--- src/sv/pmic_pkg.sv ---
// Package: palette, widths and shared types for the mean IoU comparator.
`timescale 1ns / 1ps
package pmic_pkg;
    localparam int NUM_LABELS_DEF = 21;
    localparam int MAX_PIXELS_DEF = 1048576;
    localparam int PALETTE_SIZE   = 21;
    localparam int FRAC_BITS      = 16;
    localparam int MEAN_W         = 17;
    localparam int DIFF_W         = 18;

    typedef logic [7:0] chan_t;

    function automatic chan_t pal_red(input int idx);
        chan_t t [PALETTE_SIZE] = '{8'd0, 8'd128, 8'd0, 8'd128, 8'd0, 8'd128, 8'd0, 8'd128,
            8'd64, 8'd192, 8'd64, 8'd192, 8'd64, 8'd192, 8'd64, 8'd192,
            8'd0, 8'd128, 8'd0, 8'd128, 8'd0};
        return t[idx];
    endfunction

    function automatic chan_t pal_green(input int idx);
        chan_t t [PALETTE_SIZE] = '{8'd0, 8'd0, 8'd128, 8'd128, 8'd0, 8'd0, 8'd128, 8'd128,
            8'd0, 8'd0, 8'd128, 8'd128, 8'd0, 8'd0, 8'd128, 8'd128,
            8'd64, 8'd64, 8'd192, 8'd192, 8'd64};
        return t[idx];
    endfunction

    function automatic chan_t pal_blue(input int idx);
        chan_t t [PALETTE_SIZE] = '{8'd0, 8'd0, 8'd0, 8'd0, 8'd128, 8'd128, 8'd128, 8'd128,
            8'd0, 8'd0, 8'd0, 8'd0, 8'd128, 8'd128, 8'd128, 8'd128,
            8'd0, 8'd0, 8'd0, 8'd0, 8'd128};
        return t[idx];
    endfunction
endpackage

--- src/sv/pmic_div.sv ---
// Restoring divider: floor((num << 16) / den), one quotient bit per cycle.
`timescale 1ns / 1ps
module pmic_div #(
    parameter int CNT_W = 21
) (
    input  logic                  clk,
    input  logic                  rst_n,
    input  logic                  start,
    input  logic [CNT_W-1:0]      num,
    input  logic [CNT_W-1:0]      den,
    output logic                  busy,
    output logic                  done,
    output logic [pmic_pkg::MEAN_W-1:0] quot
);
    localparam int NW = CNT_W + pmic_pkg::FRAC_BITS;
    localparam int SW = $clog2(NW + 1);

    logic [NW-1:0]    dvd_reg, dvd_next;
    logic [CNT_W:0]   rem_reg, rem_next;
    logic [CNT_W-1:0] den_reg;
    logic [SW-1:0]    step_reg, step_next;
    logic             busy_reg, done_reg;
    logic [CNT_W:0]   trial;
    logic [CNT_W+1:0] diff;

    always_comb begin
        trial     = {rem_reg[CNT_W-1:0], dvd_reg[NW-1]};
        diff      = {1'b0, trial} - {2'b00, den_reg};
        dvd_next  = {dvd_reg[NW-2:0], 1'b0};
        rem_next  = trial;
        if (!diff[CNT_W+1])
        begin
            rem_next    = diff[CNT_W:0];
            dvd_next[0] = 1'b1;
        end
        step_next = step_reg - SW'(1);
    end

    always_ff @(posedge clk or negedge rst_n)
    begin
        if (!rst_n)
        begin
            busy_reg <= 1'b0;
            done_reg <= 1'b0;
            step_reg <= '0;
        end
        else
        begin
            done_reg <= 1'b0;
            if (start)
            begin
                busy_reg <= 1'b1;
                step_reg <= SW'(NW);
            end
            else if (busy_reg)
            begin
                step_reg <= step_next;
                if (step_reg == SW'(1))
                begin
                    busy_reg <= 1'b0;
                    done_reg <= 1'b1;
                end
            end
        end
    end

    always_ff @(posedge clk)
    begin
        if (start)
        begin
            dvd_reg <= {num, {pmic_pkg::FRAC_BITS{1'b0}}};
            rem_reg <= '0;
            den_reg <= den;
        end
        else if (busy_reg)
        begin
            dvd_reg <= dvd_next;
            rem_reg <= rem_next;
        end
    end

    assign busy = busy_reg;
    assign done = done_reg;
    // quotient never exceeds 1.0 since intersection <= union
    assign quot = dvd_reg[pmic_pkg::MEAN_W-1:0];
endmodule

--- config.mk ---
export PLATFORM = sky130hd
export DESIGN_NAME = pmic_div
export DESIGN_NICKNAME = d
export VERILOG_FILES = /design/src/sv/pmic_pkg.sv /design/src/sv/pmic_div.sv
export SDC_FILE = /design/constraint.sdc
export NUM_CORES = 1
export LEC_CHECK = 0
export ABC_AREA = 1
export BUFFER_PORTS_ARGS = -buffer_cell sky130_fd_sc_hd__buf_2
export CORE_ASPECT_RATIO = 1.4
export CORE_UTILIZATION = 58
export DETAILED_ROUTE_END_ITERATION = 12
export PLACE_DENSITY_LB_ADDON = 0.1
export SETUP_SLACK_MARGIN = 0.05
export SLEW_MARGIN = 20
export SYNTH_ARGS = -nofsm -noshare
export SYNTH_HDL_FRONTEND = slang
export SYNTH_SLANG_ARGS = --single-unit
export TNS_END_PERCENT = 10
--- constraint.sdc ---
create_clock -name clk -period 2.45 [get_ports clk]
set_input_delay 0.3675 -clock clk [delete_from_list [all_inputs] [get_ports clk]]
set_output_delay 0.3675 -clock clk [all_outputs]
set_load 0.05 [all_outputs]
==> Word level (Yosys, flattened, before mapping) <==
Cells that the tools add are included.
{ "word_totals": {"output_inout_bits": 19, "ff_bits": 87} }
{ "classes": {"n_reduce_logical": 1, "add_sub_neg": 2, "mux": 12, "n_eq_ne": 1} }
{ "op_table": {"columns": ["operator", "n"], "rows": [
  ["37-bit 2-to-1 mux", 2],
  ["22-bit by 21-bit subtractor with 23-bit output", 1],
  ["21-bit 2-to-1 mux", 1],
  ["6-bit 2-to-1 mux", 2],
  ["1-bit 2-to-1 mux", 7],
  ["6-bit by 1-bit equality test with 1-bit output (second input constant)", 1],
  ["6-bit by 1-bit subtractor with 6-bit output (second input constant)", 1],
  ["2-bit nonzero test", 1]
]} }

==> Depth between registers and ports, before layout <==
Gate-level depths: netlist of run 1.
{ "depth": {"ltp_word": 4, "depth_mapped": 14, "mapped_depth_nobuf": 14} }

==> Worst setup path after synthesis of run 1 <==
Ideal clock, no wire load.
{ "synth_timing": {"path_kind": "register to register", "startpoint": "reg busy_reg, in the netlist busy", "endpoint": "reg dvd_reg[16] (enable)", "setup_time_ns": 0.394, "slack_ns": 0.274, "arrival_ns": 1.783, "stages_incl_launch_ff": 4, "cell_sequence": "dfrtp_1 > nor2_1 > clkinv_1 > clkbuf_1"} }
{ "synth_between": {"elab_chain_len": 1} }
{ "synth_rtl": {"columns": ["item", "line", "text"], "rows": [
  ["start, declared", "pmic_div.sv:22", "logic busy_reg, done_reg;"],
  ["start signal, assigned", "pmic_div.sv:43", "busy_reg <= 1'b0;"],
  ["start signal, assigned", "pmic_div.sv:52", "busy_reg <= 1'b1;"],
  ["start signal, assigned", "pmic_div.sv:60", "busy_reg <= 1'b0;"],
  ["2-bit nonzero test (no line)", null, null],
  ["end signal, assigned", "pmic_div.sv:71", "dvd_reg <= {num, {pmic_pkg::FRAC_BITS{1'b0}}};"],
  ["end signal, assigned", "pmic_div.sv:77", "dvd_reg <= dvd_next;"],
  ["end, declared", "pmic_div.sv:18", "logic [NW-1:0] dvd_reg, dvd_next;"]
]} }
No other way between the ends.
A chain may end at the register's enable or synchronous reset.

==> Final worst setup path of run 1 <==
{ "layout_timing": {"startpoint": "reg dvd_reg[36]", "endpoint": "reg rem_reg[17]"} }
{ "layout_between": {"elab_chain_len": 2} }
{ "layout_rtl": {"columns": ["item", "line", "text"], "rows": [
  ["22-bit by 21-bit subtractor with 23-bit output", "pmic_div.sv:28", "diff = {1'b0, trial} - {2'b00, den_reg};"],
  ["21-bit 2-to-1 mux", "pmic_div.sv:31", "if (!diff[CNT_W+1])"],
  ["end signal, assigned", "pmic_div.sv:78", "rem_reg <= rem_next;"],
  ["end, declared", "pmic_div.sv:19", "logic [CNT_W:0] rem_reg, rem_next;"]
]} }
No other way between the ends.

==> metrics.md, run 1 <==
| Metric | Value |
|---|---|
| Status | `completed` |
| Total CTS buffers | `9` |
| Post-synth cell types | `31` |
| Clock Path Buffers | `2` |
| CORE AREA | `8200 sq um` |
| # nets final | `763` |
| Drt first pass iters | `6` |
| Startpoint types | `flip-flop` |
| Post-CTS resize count | `0` |
| Setup-failing EPs final | `0` |
| Clk_lat worst skew | `0.34 ns` |
| Reg-to-reg critical path startpoint | `dvd_reg[36]` |
| Most common cell in the netlist | `nand2_1` |
| Vias | `4250` |
| DRC | `0` |
| Tmin final | `2.25 ns` |
| Worst setup margin | `0.195 ns` |
| Num ports | `64` |
| XOR/XNOR Fraction of Synth Area | `1.24%` |
| Yosys warning total | `0` |
| Max-cap viol count | `0` |
| Synth Flop Type | `edfxtp_1` |
| CTS H-tree depth | `3` |
| Crit path required time | `2.69 ns` |
| Total GRT Usage | `27.6%` |
| RSZ-0062 raised after global routing | `yes` |
| CP endpoint kind | `flip-flop` |
| Die Width | `80.0 um` |
| FMAX | `0.444 GHz` |
| Slew margin rel. | `74.6%` |
| Minimum setup slack after placement | `0.254 ns` |
| GR Overflow Total | `0` |
| CTS tree | `built` |
| Initial antenna violation count | `0` |
| Total leakage power | `2.90 nW` |
| Number of global-route vias before repair | `4212` |
| Post-DP HPWL | `8310 um` |
| Routability Congestion | `0.928` |
| Met1 wire length | `4840 um` |
| Ant diodes | `0` |
| IO Port Bufs | `63` |
| Die height | `111 um` |
| Tcrit/Tclk final | `92.0%` |
| Final Cell Area | `5620 sq um` |
| Starting density of the core | `60.3%` |
| Share of layout cells above drive strength 1 | `15.2%` |
| CP Class | `flip-flop to flip-flop` |
| Starting DRT DRC Count | `237` |
| Max FO, Critical Path | `10` |
| Wire length on met2 | `5650 um` |
| Setup_tns | `0 ns` |
| Ys async rst share | `9.20%` |
| Cell Rows | `39` |
| Post-synth top area cell | `edfxtp_1` |
| Final hold vios | `0` |
| Crit path DAT | `2.49 ns` |
| Synth top area share | `25.5%` |
| Area grow syn2layout | `13.6%` |
| Syn_nets | `709` |
| First-pass GRT wire length | `18800 um` |
| Synth Area in Adders | `6.22%` |
| Syn avg cell area | `7.73 sq um` |
| Worst min-delay path startpoint | `den[13]` |
| Top cells by instance count after synthesis | `198 x nand2_1, 109 x inv_1, 42 x edfxtp_1, 42 x nand3_1` |
| Register area share after synthesis | `44.5%` |
| Seq cells post-synth | `87` |
| Largest register FFs | `37` |
| Slew Viols, Final | `0` |
| Critical path startpoint | `dvd_reg[36]` |
| Power Dens Cells | `1030 nW/um^2` |
| Largest net degree at the start of global routing | `34` |
| CTS Root Cell | `clkbuf_16` |
| Clock skew | `0.00915 ns` |
| Area of the mapped netlist | `4950 sq um` |
| Routed len/inst | `14.2 um` |
| Peak VDD IR | `0.000571 V` |
| Post-synthesis simple-gate area fraction | `26.3%` |
| Vias per inst | `5.31` |
| Area after DPL | `5300 sq um` |
| Die area | `8910 sq um` |
| Top sig layer | `met4` |
| Clk sinks | `87` |
| Multiplexer area fraction after synthesis | `0%` |
| Core Util, Final | `68.6%` |
| Syn Inst Count | `640` |
| Compound-Gate Fraction of Synth Area | `8.50%` |
| Top cells by area, synth | `edfxtp_1 25%, nand2_1 15%, dfxtp_1 15%, inv_1 8.3%, ha_1 5.8%` |
| Largest family of logic cells by synthesized area | `simple AND/OR/NAND/NOR gates` |
| Post-synth EDFFs | `42` |
| Routed Antenna Nets | `0` |
| Wire length on met3 | `557 um` |
| Total Routed Length | `11300 um` |
| Worst Tran Pin Value | `0.382 ns` |
| Reg clk slew, reported paths | `0.06 ns` |
| Worst hold path class | `input port to flip-flop` |
## worst max-delay path, stage by stage (launching register included)
cell,delay (ns)
edfxtp_1,0.35
inv_1,0.08
ha_1,0.14
inv_1,0.08
fa_1,0.43
nand3_1,0.11
nand3_2,0.11
nand2_1,0.10
nand2_2,0.07
nand3_2,0.10
nand3_4,0.15
nand2_2,0.21
nand2_1,0.08
nand2_1,0.08
nand2_1,0.05
## stage by stage
stage / total power, mW / instances / hold WS, ns
floorplan: 3.75 / 640 / 0.0719
global placement: 4.26 / 784 / 0.216
detailed placement: 4.32 / 784 / 0.219
CTS: 5.79 / 801 / 0.190
global route: 6.21 / 801 / 0.187
finish: 5.78 / 801 / 0.199
## where the power goes
group | internal, mW | switching [mW]
clock network | 0.917 | 0.543
logic | 0.895 | 1.50
registers | 1.77 | 0.159
## final timing paths
check                              end  slack (ns)  cells past startpoint
setup / recovery           rem_reg[17]        0.20                     14
hold / removal             den_reg[13]        0.20                      1
setup reg to reg           rem_reg[17]        0.20                     14
hold reg to reg            rem_reg[10]        0.48                      2
max in group asynchronous  step_reg[1]        1.87                      2
min in group asynchronous  step_reg[5]        0.41                      2
## routing by layer
| layer | track usage (%) | vias up |
|---|---|---|
| li1 | - | 2143 |
| met1 | 33.0 | 1976 |
| met2 | 46.9 | 103 |
| met3 | 5.84 | 28 |
| met4 | 12.0 | 0 |
| met5 | 0 | - |
## kinds of logic after synthesis
| group | after synthesis |
|---|---|
| xor+xnor | 7 |
| simple gates | 307 |
| buf+inv | 151 |
| flops | 87 |
| compound gates | 64 |
| fa+ha+maj | 24 |
## layout make-up
class | instances | area (sq um)
multi-input combinational | 402 | 2090
sequential | 87 | 2200
fill | 696 | 2580
inverter | 118 | 443
clock inverter | 4 | 68.8
timing repair buffer | 76 | 440
clock buffer | 12 | 246
tap | 102 | 128
## what timing repair did
| action | CTS | global route |
|---|---|---|
| hold buffers | 1 | 0 |
| endpoints found under the hold margin | 8 | 0 |
| endpoints found under the setup margin | 0 | 4 |
| setup buffers | 0 | 0 |
## placed cells by master (no fill, tap or decap), types with 8 or more instances in the layout
| cell | instances |
|---|---|
| buf_2 | 63 |
| dfxtp_1 | 37 |
| dfrtp_1 | 8 |
| a21oi_1 | 14 |
| ha_1 | 23 |
| clkbuf_16 | 9 |
| nand3_1 | 42 |
| edfxtp_1 | 42 |
| inv_1 | 109 |
| buf_4 | 10 |
| nor2_1 | 36 |
| nand4_1 | 14 |
| nand2_1 | 198 |
| o22ai_1 | 16 |
| a22o_1 | 20 |
| inv_2 | 8 |
Power figures use the tool's default switching activity.
==> inputs of run 2 (changes only) <==
- CORE_ASPECT_RATIO: 1.4 -> 0.5
==> run 2 against run 1 <==
  * Combinational power increased by 2%
  * Worst hold slack got worse by 0.0040 ns
  * Via count is 0.75% higher
  * Clock power is 10% lower
==> metrics.md, run 2 (same netlist as run 1, synthesis figures left out) <==
| Metric | Value |
|---|---|
| Max FO, Critical Path | `11 (+1)` |
| Switching share of power | `40.2% (+2.1 points)` |
| RR Endpoint | `rem_reg[9]` |
| Startpoint types | `flip-flop` |
| Total power | `5.67 mW (-1.9%)` |
| Number of global-route vias before repair | `3849 (-8.6%)` |
| Total Routed Length | `11300 um (about the same)` |
| Clock power share | `23.1% (-2.1 points)` |
| RSZ-0062 raised after global routing | `no` |
| Net switching power | `2.28 mW (+3.6%)` |
| Post-DP HPWL | `7930 um (-4.5%)` |
| Reg2reg setup slack | `0.26 ns (+0.07 ns)` |
| IO Port Bufs | `63 (unchanged)` |
| Hold path cells | `1 (unchanged)` |
| Crit path required time | `2.73 ns (+0.04 ns)` |
| Starting DRT DRC Count | `354 (+49%)` |
| Reg clk slew, reported paths | `0.07 ns (about the same)` |
| M3 GR Usage | `7.96% (+2.1 points)` |
| Vias | `4282 (+0.75%)` |
| Final hold vios | `0 (unchanged)` |
| Most Crowded Layer GR | `met2` |
| CP Class | `flip-flop to flip-flop` |
| Routability Congestion | `0.927 (about the same)` |
| Setup-failing EPs final | `0 (unchanged)` |
| Ant diodes | `0 (unchanged)` |
| Max-cap viol count | `0 (unchanged)` |
| Total CTS buffers | `9 (unchanged)` |
| CTS H-tree depth | `3 (unchanged)` |
| Routed Antenna Nets | `0 (unchanged)` |
| Share of layout cells above drive strength 1 | `15.5% (+0.29 points)` |
| Reg-to-reg critical path startpoint | `dvd_reg[36]` |
| Largest register FFs | `37 (unchanged)` |
| Worst Reg-to-Reg Cells | `14 (unchanged)` |
| Die height | `67.3 um (-40%)` |
| WHS Endpoint | `den_reg[10]` |
| Worst Tran Pin Value | `0.581 ns (+0.199 ns)` |
| Clk sinks | `87 (unchanged)` |
| Area after DPL | `5280 sq um (-0.28%)` |
| Final Instance Count excl. Fillers | `811 (+1.2%)` |
| Num ports | `64 (unchanged)` |
| FF+latch area | `2200 sq um (unchanged)` |
| Clock skew | `0.00832 ns (-0.000836 ns)` |
| Most common cell after layout, fill and taps aside | `nand2_1` |
| DRC | `0 (unchanged)` |
| Crit path DAT | `2.47 ns (-0.02 ns)` |
| Sequential share of power | `33.9% (+0.6 points)` |
| Peak VDD IR | `0.000522 V (-8.5%)` |
| Status | `completed` |
| Total leakage power | `2.90 nW (-0.21%)` |
| Initial antenna violation count | `1 (+1)` |
| Drt first pass iters | `6 (unchanged)` |
| Setup_tns | `0 ns (unchanged)` |
| Clock Path Buffers | `2 (unchanged)` |
| Clk_lat worst skew | `0.34 ns (about the same)` |
| Vias per inst | `5.28 (-0.49%)` |
| P_int | `3.39 mW (-5.3%)` |
| Area of the multi-input gates | `2100 sq um (+0.24%)` |
| Placed instance count | `792 (+1.0%)` |
| CP endpoint kind | `flip-flop` |
| Tmin final | `2.19 ns (-0.0664 ns)` |
| Power Dens Cells | `1010 nW/um^2 (-1.6%)` |
| GR Overflow Total | `0 (unchanged)` |
| Tcrit/Tclk final | `89.3% (-2.7 points)` |
| # nets final | `763 (unchanged)` |
| First-pass GRT wire length | `18400 um (-2.2%)` |
| GRT met1 Usage | `37.9% (+4.8 points)` |
| Met2 Resource Use GR | `40.3% (-6.6 points)` |
| Total GRT Usage | `27.0% (-0.59 points)` |
| Routed len/inst | `14.0 um (-1.1%)` |
| Cell Rows | `23 (-41%)` |
| Die area | `8920 sq um (+0.20%)` |
| Most frequent cells in the layout | `198 x nand2_1, 109 x inv_1, 63 x buf_2` |
| Combinational Power Share | `43.0% (+1.6 points)` |
| Worst min-delay path startpoint | `den[10]` |
| FMAX | `0.457 GHz (+3.0%)` |
| Area grow syn2layout | `13.3%` |
| Largest net degree at the start of global routing | `47 (+38%)` |
| CTS tree | `built` |
| Die Width | `133 um (+66%)` |
| Final Cell Area | `5600 sq um (-0.31%)` |
| CTS Root Cell | `clkbuf_16` |
| Worst hold path class | `input port to flip-flop` |
| Slew Viols, Final | `0 (unchanged)` |
| CORE AREA | `8140 sq um (-0.66%)` |
| Slew margin rel. | `61.1% (-14 points)` |
| Fillers | `689 (-1.0%)` |
| Starting density of the core | `60.7% (+0.40 points)` |
## run 2: per-stage QoR
| stage | hold WS (ns) | worst slack, ns | utilization (%) |
|---|---|---|---|
| 2_1_floorplan | 0.0719 | 0.274 | - |
| 3_3_place_gp | 0.218 | 0.274 | 64.8 |
| 3_5_place_dp | 0.220 | 0.188 | 64.8 |
| 4_1_cts | 0.190 | 0.168 | 68.4 |
| 5_1_grt | 0.186 | 0.0868 | 68.8 |
| 6_report | 0.195 | 0.262 | 68.8 |
## run 2: worst max path at each step
stage,start,endpoint,depth (start not counted)
after floorplan,busy,dvd_reg[16],3
after global placement,dvd_reg[36],rem_reg[15],14
after detailed placement,dvd_reg[36],rem_reg[9],14
after CTS,dvd_reg[36],rem_reg[9],14
after global routing,dvd_reg[36],rem_reg[6],14
final,dvd_reg[36],rem_reg[9],14
## run 2: what timing repair did
item | in CTS | in global routing
hold buffers | 1 | 0
buffers inserted | 0 | 2
resized for setup | 0 | 2
setup endpoints to repair | 0 | 12
hold endpoints to repair | 8 | 0
## run 2: power groups by stage
stage	combinational (mW)	clock, mW	sequential [mW]
finish	2.44	1.31	1.92
global route	2.76	1.38	1.95
CTS	2.32	1.33	1.92
detailed placement	2.30	0	1.95
global placement	2.28	0	1.94
floorplan	1.85	0	1.91
## run 2: worst max-delay path, cell delays in order, from the launching register on
cell      delay, ns
edfxtp_1       0.36
inv_1          0.08
ha_1           0.14
inv_1          0.07
fa_1           0.42
nand3_1        0.11
nand3_2        0.11
nand2_1        0.10
nand2_2        0.08
nand3_2        0.09
nand3_4        0.14
buf_6          0.20
o21ai_1        0.08
nand3_1        0.08
nand2_1        0.07
## run 2: area by class of cell
class                      count  share of cell area, %
clock buffer                  10                   4.09
clock inverter                 6                  0.849
inverter                     118                   7.91
multi-input combinational    402                   37.4
sequential                    87                   39.3
tap                          112                   2.50
timing repair buffer          76                   7.93
## run 2: routing by layer
metal	wire, um	share of wire (%)
met4	203	1.8
met3	1210	11
met5	10	0.088
met1	5420	48
met2	4500	40
